## src/pip_pkg.sv

```systemverilog
`timescale 1ns / 1ps
package pip_pkg;

    // Per-job control carried from the front end to the back end
    typedef struct packed {
        logic has_prev;   // a polygon was already open: the edge to the previous vertex counts
        logic last;       // closing vertex: test the closing edge and give a result
    } t_job_flags;

    localparam int JOB_FLAG_BITS = $bits(t_job_flags);

    // Job queue between front and back end, and result queue at the output
    localparam int MID_DEPTH = 4;
    localparam int OUT_DEPTH = 4;

endpackage

```

## src/pip_fifo.sv

```systemverilog
`timescale 1ns / 1ps
module pip_fifo #(
    parameter int WIDTH = 8,
    parameter int DEPTH = 4
) (
    input  logic                       i_clk,
    input  logic                       i_rst_n,
    input  logic                       i_wr,
    input  logic [WIDTH-1:0]           i_wr_data,
    input  logic                       i_rd,
    output logic [WIDTH-1:0]           o_rd_data,
    output logic                       o_full,
    output logic                       o_empty,
    output logic [$clog2(DEPTH):0]     o_count
);
    localparam int AW = $clog2(DEPTH);
    localparam int CW = AW + 1;

    logic [WIDTH-1:0] r_mem [DEPTH];
    logic [AW-1:0]    r_wr_ptr, n_wr_ptr;
    logic [AW-1:0]    r_rd_ptr, n_rd_ptr;
    logic [CW-1:0]    r_count, n_count;
    logic             wr_en, rd_en;

    assign wr_en = i_wr && !o_full;
    assign rd_en = i_rd && !o_empty;

    always_comb begin
        n_wr_ptr = wr_en ? r_wr_ptr + AW'(1) : r_wr_ptr;
        n_rd_ptr = rd_en ? r_rd_ptr + AW'(1) : r_rd_ptr;
        n_count  = r_count + CW'(wr_en) - CW'(rd_en);
    end

    always_ff @(posedge i_clk) begin
        if (!i_rst_n) begin
            r_wr_ptr <= '0;
            r_rd_ptr <= '0;
            r_count  <= '0;
        end else begin
            r_wr_ptr <= n_wr_ptr;
            r_rd_ptr <= n_rd_ptr;
            r_count  <= n_count;
        end
    end

    always_ff @(posedge i_clk) begin
        if (wr_en) begin
            r_mem[r_wr_ptr] <= i_wr_data;
        end
    end

    assign o_rd_data = r_mem[r_rd_ptr];
    assign o_full    = (r_count == CW'(DEPTH));
    assign o_empty   = (r_count == '0);
    assign o_count   = r_count;

    // Pointer distance must always agree with the occupancy count
    a_ptr_count: assert property (@(posedge i_clk) disable iff (!i_rst_n)
        (r_wr_ptr - r_rd_ptr) == r_count[AW-1:0])
        else $error("fifo pointers disagree with count");

endmodule

```

## src/pip_back.sv

```systemverilog
`timescale 1ns / 1ps
module pip_back #(
    parameter int COORD_BITS = 16
) (
    input  logic                                           i_clk,
    input  logic                                           i_rst_n,
    input  logic                                           i_job_empty,
    input  logic [8*COORD_BITS+pip_pkg::JOB_FLAG_BITS-1:0] i_job,
    output logic                                           o_job_pop,
    output logic                                           o_res_empty,
    input  logic                                           i_res_pop,
    output logic                                           o_inside_res
);
    import pip_pkg::*;

    localparam int CB  = COORD_BITS;
    localparam int DW  = CB + 1;
    localparam int PW  = 2 * DW;
    localparam int OCW = $clog2(OUT_DEPTH) + 1;

    // Unpack the job word: edge 0 runs to the previous vertex, edge 1 to the first
    logic signed [CB-1:0] cur_x, cur_y, qx, qy;
    logic signed [CB-1:0] end_x [2];
    logic signed [CB-1:0] end_y [2];
    t_job_flags           job_flags;

    assign cur_x     = $signed(i_job[0*CB +: CB]);
    assign cur_y     = $signed(i_job[1*CB +: CB]);
    assign end_x[0]  = $signed(i_job[2*CB +: CB]);
    assign end_y[0]  = $signed(i_job[3*CB +: CB]);
    assign end_x[1]  = $signed(i_job[4*CB +: CB]);
    assign end_y[1]  = $signed(i_job[5*CB +: CB]);
    assign qx        = $signed(i_job[6*CB +: CB]);
    assign qy        = $signed(i_job[7*CB +: CB]);
    assign job_flags = t_job_flags'(i_job[8*CB +: JOB_FLAG_BITS]);

    // Stage 1: differences and straddle test
    logic                 r_v1;
    t_job_flags           r_flags1;
    logic                 r_str1   [2];
    logic                 r_dypos1 [2];
    logic signed [DW-1:0] r_dy1    [2];
    logic signed [DW-1:0] r_qxa1   [2];
    logic signed [DW-1:0] r_bxa1   [2];
    logic signed [DW-1:0] r_qya1   [2];

    // Stage 2: cross products
    logic                 r_v2;
    t_job_flags           r_flags2;
    logic                 r_str2   [2];
    logic                 r_dypos2 [2];
    logic signed [PW-1:0] r_lhs2   [2];
    logic signed [PW-1:0] r_rhs2   [2];

    logic                 r_parity;
    logic                 crossed [2];
    logic                 n_parity;

    logic                 res_full;
    logic [OCW-1:0]       res_count;
    logic [OCW-1:0]       credit_used;
    logic                 res_wr;

    // Reserve a result slot for every closing vertex still in the pipe
    assign credit_used = res_count + OCW'(r_v1 && r_flags1.last)
                                   + OCW'(r_v2 && r_flags2.last);
    assign o_job_pop   = !i_job_empty && (credit_used < OCW'(OUT_DEPTH));

    always_ff @(posedge i_clk) begin
        if (!i_rst_n) begin
            r_v1 <= 1'b0;
            r_v2 <= 1'b0;
        end else begin
            r_v1 <= o_job_pop;
            r_v2 <= r_v1;
        end
    end

    always_ff @(posedge i_clk) begin
        r_flags1 <= job_flags;
        for (int e = 0; e < 2; e++) begin
            r_str1[e]   <= (cur_y > qy) != (end_y[e] > qy);
            r_dypos1[e] <= end_y[e] > cur_y;
            r_dy1[e]    <= DW'(end_y[e]) - DW'(cur_y);
            r_qxa1[e]   <= DW'(qx) - DW'(cur_x);
            r_bxa1[e]   <= DW'(end_x[e]) - DW'(cur_x);
            r_qya1[e]   <= DW'(qy) - DW'(cur_y);
        end
    end

    always_ff @(posedge i_clk) begin
        r_flags2 <= r_flags1;
        for (int e = 0; e < 2; e++) begin
            r_str2[e]   <= r_str1[e];
            r_dypos2[e] <= r_dypos1[e];
            r_lhs2[e]   <= PW'(r_qxa1[e]) * PW'(r_dy1[e]);
            r_rhs2[e]   <= PW'(r_bxa1[e]) * PW'(r_qya1[e]);
        end
    end

    // Compare with the direction set by the sign of the edge's y span
    always_comb begin
        for (int e = 0; e < 2; e++) begin
            crossed[e] = r_str2[e] && (r_dypos2[e] ? (r_lhs2[e] < r_rhs2[e])
                                                   : (r_rhs2[e] < r_lhs2[e]));
        end
        n_parity = (r_flags2.has_prev ? r_parity : 1'b0)
                 ^ (r_flags2.has_prev && crossed[0])
                 ^ (r_flags2.last && crossed[1]);
    end

    always_ff @(posedge i_clk) begin
        if (!i_rst_n) begin
            r_parity <= 1'b0;
        end else if (r_v2) begin
            r_parity <= n_parity;
        end
    end

    assign res_wr = r_v2 && r_flags2.last;

    pip_fifo #(
        .WIDTH (1),
        .DEPTH (OUT_DEPTH)
    ) u_res_fifo (
        .i_clk     (i_clk),
        .i_rst_n   (i_rst_n),
        .i_wr      (res_wr),
        .i_wr_data (n_parity),
        .i_rd      (i_res_pop),
        .o_rd_data (o_inside_res),
        .o_full    (res_full),
        .o_empty   (o_res_empty),
        .o_count   (res_count)
    );

    a_no_res_overflow: assert property (@(posedge i_clk) disable iff (!i_rst_n)
        res_wr |-> !res_full)
        else $error("result written while result queue full");

    a_credit_bound: assert property (@(posedge i_clk) disable iff (!i_rst_n)
        credit_used <= OCW'(OUT_DEPTH))
        else $error("result credit exceeded");

    a_issue_tracks: assert property (@(posedge i_clk) disable iff (!i_rst_n)
        o_job_pop |=> (r_v1 && (r_flags1.last == $past(job_flags.last))))
        else $error("popped job lost on entry to pipeline");

endmodule

```

## config.mk

```make
export PLATFORM = sky130hd
export DESIGN_NAME = pip_back
export DESIGN_NICKNAME = d
export VERILOG_FILES = /design/src/pip_pkg.sv /design/src/pip_fifo.sv /design/src/pip_back.sv
export SDC_FILE = /design/constraint.sdc
export NUM_CORES = 2
export LEC_CHECK = 0
export BUFFER_PORTS_ARGS = -buffer_cell sky130_fd_sc_hd__buf_2
export CORE_ASPECT_RATIO = 1.25
export CORE_MARGIN = 4
export CORE_UTILIZATION = 60
export DETAILED_ROUTE_END_ITERATION = 6
export GPL_ROUTABILITY_DRIVEN = 0
export PLACE_DENSITY = 0.78
export SKIP_LAST_GASP = 1
export SYNTH_ARGS = -nofsm -noshare
export SYNTH_HDL_FRONTEND = slang
export SYNTH_SLANG_ARGS = --single-unit
export TNS_END_PERCENT = 20
```

## constraint.sdc

```tcl
create_clock -name i_clk -period 6.2 [get_ports i_clk]
set_input_delay 0.31 -clock i_clk [delete_from_list [all_inputs] [get_ports i_clk]]
set_output_delay 0.31 -clock i_clk [all_outputs]
set_load 0.05 [all_outputs]
```

==> results list <==
* Die Footprint: 98600 um2
* Number of violations of the max-capacitance limit: 0
* Area taken by multi-input logic gates: between 40000 and 50000 um2
- Proportion of synthesized chip area in sequential cells: a little under a tenth
- In the final routed layout, each cell accounts on average for 19.8 um.
- The die is 350 um tall.
- Counting both buffers and inverters, the worst setup path holds a total of 5.
- Critical path fanouts, max: 5
- During synthesis, Yosys emitted a total of 0 warnings.
- Highest-delay cell along the critical path: sky130_fd_sc_hd__fa_1
- CTS H-tree lvls: 1
* Vias per Instance: 5.59
- Share of layout cells above drive strength 1: 9.32%
- The tree is rooted in a sky130_fd_sc_hd__clkbuf_16.
- FF+latch area: 5430 um2
- Final Non-Filler Cells: between 7k and 8k
* CTS tree: done
- Wires add up to 150000 um.
- Sort of element at the end of the critical path: flip-flop
- Async set-or-reset flop fraction in the synthesized netlist: 0%
- Cells along the critical path: buf_12 > and2_1 > fa_1 > inv_1 > fa_1 > fa_1 > inv_1 > fa_1 > fa_1 > inv_1 > fa_1 > inv_1 > ha_1 > nand2_1 > o21bai_1 > a21oi_2 > a21oi_1 > or2_2 > o21a_1 > o21a_1 > or4_1 > nand3_1
* Number of buffers created by CTS: 30
* Type of the tightest min-delay check: in -> reg
* Max Root-Sink Buffers: 3
- Tcrit/Tclk final: just under 100%
- Result of the run: finished clean
- The initial utilization of the core area, before any placement, comes to between 60 and 70%.
- Global route overflow: 0
- Chip Width: approximately 280 um
* First-pass GRT wire length: ~240000 um
- Required @ worst endpoint: between 6 and 7 ns
- In the synthesized netlist, the number of instances is 6076.
* CTS clk-pin slew, worst paths: about 0.060 ns
- Core Region: between 90000 and 100000 um2
- Summing every instance area after synthesis gives 56200 um2.
* Max_slew headroom: 9.16%
* Setup repair after global routing missed its margin: true
* Arrival time worst endpoint: 6.70 ns
* Number of antenna violations at the first check in global routing: 19
- Min Clock Period, post-route: 6.16 ns
- The filler cells instantiated in the layout total between 7k and 8k.
- Most used DFF post-synth: sky130_fd_sc_hd__dfxtp_1
- The detailed router finished its first iteration with just over 3k violations.
* Max Fclk: around 160 MHz
- The number of nets handed over by synthesis was 7947.
* Mapped Avg Cell Area: approximately 9.2 um2
- Number of pins with negative max-slew slack in the final report: 0
- Setup violations remaining at the end of the flow were counted as 0.
- Buffers placed on the I/O ports in this run total between 100 and 150.
- Critical Path Start Type: flip-flop
- Leading cell type in the layout, fill and taps excluded: sky130_fd_sc_hd__inv_1
* Core utilization of the finished layout: between 60 and 70%
- Largest incremental delay on the critical path: around 0.54 ns
- The synthesized design contains 4 enable-type register cells.
- The count of endpoints failing hold in the final timing report was 0.
- Number of distinct library cell variants in the gate-level netlist after synthesis: 80
- The count of nets left with antenna violations once routing finished came out at 0.
- Summing over every cut layer, the via total after detailed routing is 42.4k.
- Worst path top cell family by delay: adder cells
- The setup path with the least slack is of type reg -> reg.
- The number of global-route vias before repair is approximately 46k.
- Clock tree synthesis found a total of 266 sinks.
* Commonest non-fill, non-tap cells in the layout: sky130_fd_sc_hd__inv_1, sky130_fd_sc_hd__fa_1, sky130_fd_sc_hd__nand2_1, sky130_fd_sc_hd__and2_1, sky130_fd_sc_hd__ha_1
- The net count of the finished layout is between 8k and 9k.
- Clock skew: about 0.016 ns
- In this design, the critical path's most frequently occurring cell is sky130_fd_sc_hd__fa_1.
* Pin slew with the least headroom to its limit: roughly 1.4 ns
* Largest net degree at the start of global routing: 35
- Synthesized flop and latch total: around 270
- At the later pin of the worst-skew pair, clock insertion delay measures 0.61 ns.
* Post-synthesis to final-layout area growth: 10.3%
- Io pins: roughly 140
* GRT Util Overall: around 30%
* Hpwl dp: between 100000 and 150000 um
- Placed Cells incl. Taps: roughly 7.5k
* Number of cell rows: roughly 130
- For this run, design rule violations remaining after detail routing come to 0.
- The first detailed-routing pass ran for 6 iterations.
## metal layers
metal	wire [um]	global-route usage [%]	part of all wire (%)
met5	41	0	0.027
met4	12200	19.0	8.2
met3	10700	4.05	7.1
met2	75200	53.5	50
met1	51900	35.0	35
## layout make-up
| class | instances | share of cell area, % |
|---|---|---|
| timing repair buffer | 417 | 5.70 |
| sequential | 266 | 8.76 |
| multi-input combinational | 4213 | 72.8 |
| clock buffer | 38 | 1.37 |
| antenna | 15 | 0.0606 |
| tap | 1206 | 2.43 |
| inverter | 1414 | 8.58 |
| clock inverter | 17 | 0.315 |
## final timing paths
kind                 startpoint       endpoint  slack [ns]  cells past startpoint
setup / recovery  r_qya1[0][23]  r_rhs2[0][24]        0.04                     22
hold / removal          i_rst_n       r_parity        0.03                      3
setup reg to reg  r_qya1[0][23]  r_rhs2[0][24]        0.04                     22
hold reg to reg    r_str1[0][1]   r_str2[0][1]        0.33                      0
## per-stage QoR
step	area [um2]	TNS [ns]	setup WS, ns	hold slack [ns]
after floorplan	56200	0	0.0278	0.310
after global placement	60000	-0.0211	-0.0211	0.314
after detailed placement	60000	-0.319	-0.107	0.315
after CTS	61100	-0.107	-0.0319	0.00336
after global routing	62000	-0.471	-0.0902	0.0479
final	62000	0	0.0401	0.0331
## cell usage after synthesis, types with 5 or more instances
cell | n | area [um2]
sky130_fd_sc_hd__or4_1 | 7 | 52.6
sky130_fd_sc_hd__o21a_1 | 25 | 188
sky130_fd_sc_hd__nand3b_1 | 6 | 45.0
sky130_fd_sc_hd__a21oi_2 | 5 | 43.8
sky130_fd_sc_hd__nor2_1 | 184 | 691
sky130_fd_sc_hd__inv_1 | 1413 | 5300
sky130_fd_sc_hd__nand4_1 | 35 | 219
sky130_fd_sc_hd__xnor2_1 | 160 | 1400
sky130_fd_sc_hd__nand2_1 | 635 | 2380
sky130_fd_sc_hd__a41oi_1 | 5 | 43.8
sky130_fd_sc_hd__nor2b_1 | 47 | 294
sky130_fd_sc_hd__nand2b_1 | 46 | 288
sky130_fd_sc_hd__a21boi_0 | 21 | 158
sky130_fd_sc_hd__and4_1 | 7 | 61.3
sky130_fd_sc_hd__o211ai_1 | 20 | 150
sky130_fd_sc_hd__nor4_1 | 10 | 62.6
sky130_fd_sc_hd__ha_1 | 546 | 6830
sky130_fd_sc_hd__a2111oi_0 | 10 | 87.6
sky130_fd_sc_hd__or2_2 | 12 | 75.1
sky130_fd_sc_hd__a221o_1 | 5 | 50.1
sky130_fd_sc_hd__a221oi_1 | 8 | 70.1
sky130_fd_sc_hd__a21o_1 | 58 | 435
sky130_fd_sc_hd__clkbuf_1 | 182 | 683
sky130_fd_sc_hd__fa_1 | 1191 | 23800
sky130_fd_sc_hd__nand3_1 | 54 | 270
sky130_fd_sc_hd__and2_1 | 595 | 3720
sky130_fd_sc_hd__a211o_1 | 6 | 52.6
sky130_fd_sc_hd__o2111ai_1 | 6 | 52.6
sky130_fd_sc_hd__a31oi_1 | 16 | 100
sky130_fd_sc_hd__a211oi_1 | 22 | 165
sky130_fd_sc_hd__o21bai_1 | 15 | 113
sky130_fd_sc_hd__o2bb2ai_1 | 5 | 43.8
sky130_fd_sc_hd__o31ai_1 | 10 | 75.1
sky130_fd_sc_hd__xor2_1 | 41 | 359
sky130_fd_sc_hd__dfxtp_1 | 262 | 5250
sky130_fd_sc_hd__or3_1 | 23 | 144
sky130_fd_sc_hd__a21oi_1 | 140 | 701
sky130_fd_sc_hd__and3_1 | 16 | 100
sky130_fd_sc_hd__o21ai_0 | 97 | 485
sky130_fd_sc_hd__nor3_1 | 60 | 300
## tightest hold or removal path: cells and delay by family
family | cells | cell delay, ns
AO/OA/AOI/OAI | 2 | 0.12
buffers and inverters | 1 | 0.16
## timing repair
item	in CTS	in global routing
setup buffers	1	17
pin swaps	1	41
setup endpoints to repair	7	43
endpoints found under the hold margin	3	0
gates cloned	0	11
resized for setup	1	123
hold buffers	3	0
## sequential cells by signal, summed over array words and instances, names as in the netlist, 2 cells and up, named ones only
signal and flops:
r_str1 2, u_res_fifo.o_count 3, u_res_fifo.r_mem 4, u_res_fifo.r_wr_ptr 2, r_str2 2, r_qya1 17
r_flags2 2, r_flags1 2, r_rhs2 68, r_dy1 34, r_dypos1 2, r_qxa1 17
r_dypos2 2, u_res_fifo.r_rd_ptr 2, r_lhs2 68, r_bxa1 34
## kinds of logic after synthesis
group	Yosys count	share of synthesized area [%]
buffers and inverters	1597	10.7
flip-flops	266	9.55
XOR/XNOR	201	3.13
multiplexers	5	0.111
AO/OA/AOI/OAI	524	6.31
adder cells (fa/ha/maj)	1737	54.6
AND/OR/NAND/NOR	1746	15.6
Power is not shown: default switching activity piles up to over one toggle a cycle in this logic, so the estimate is an artifact.
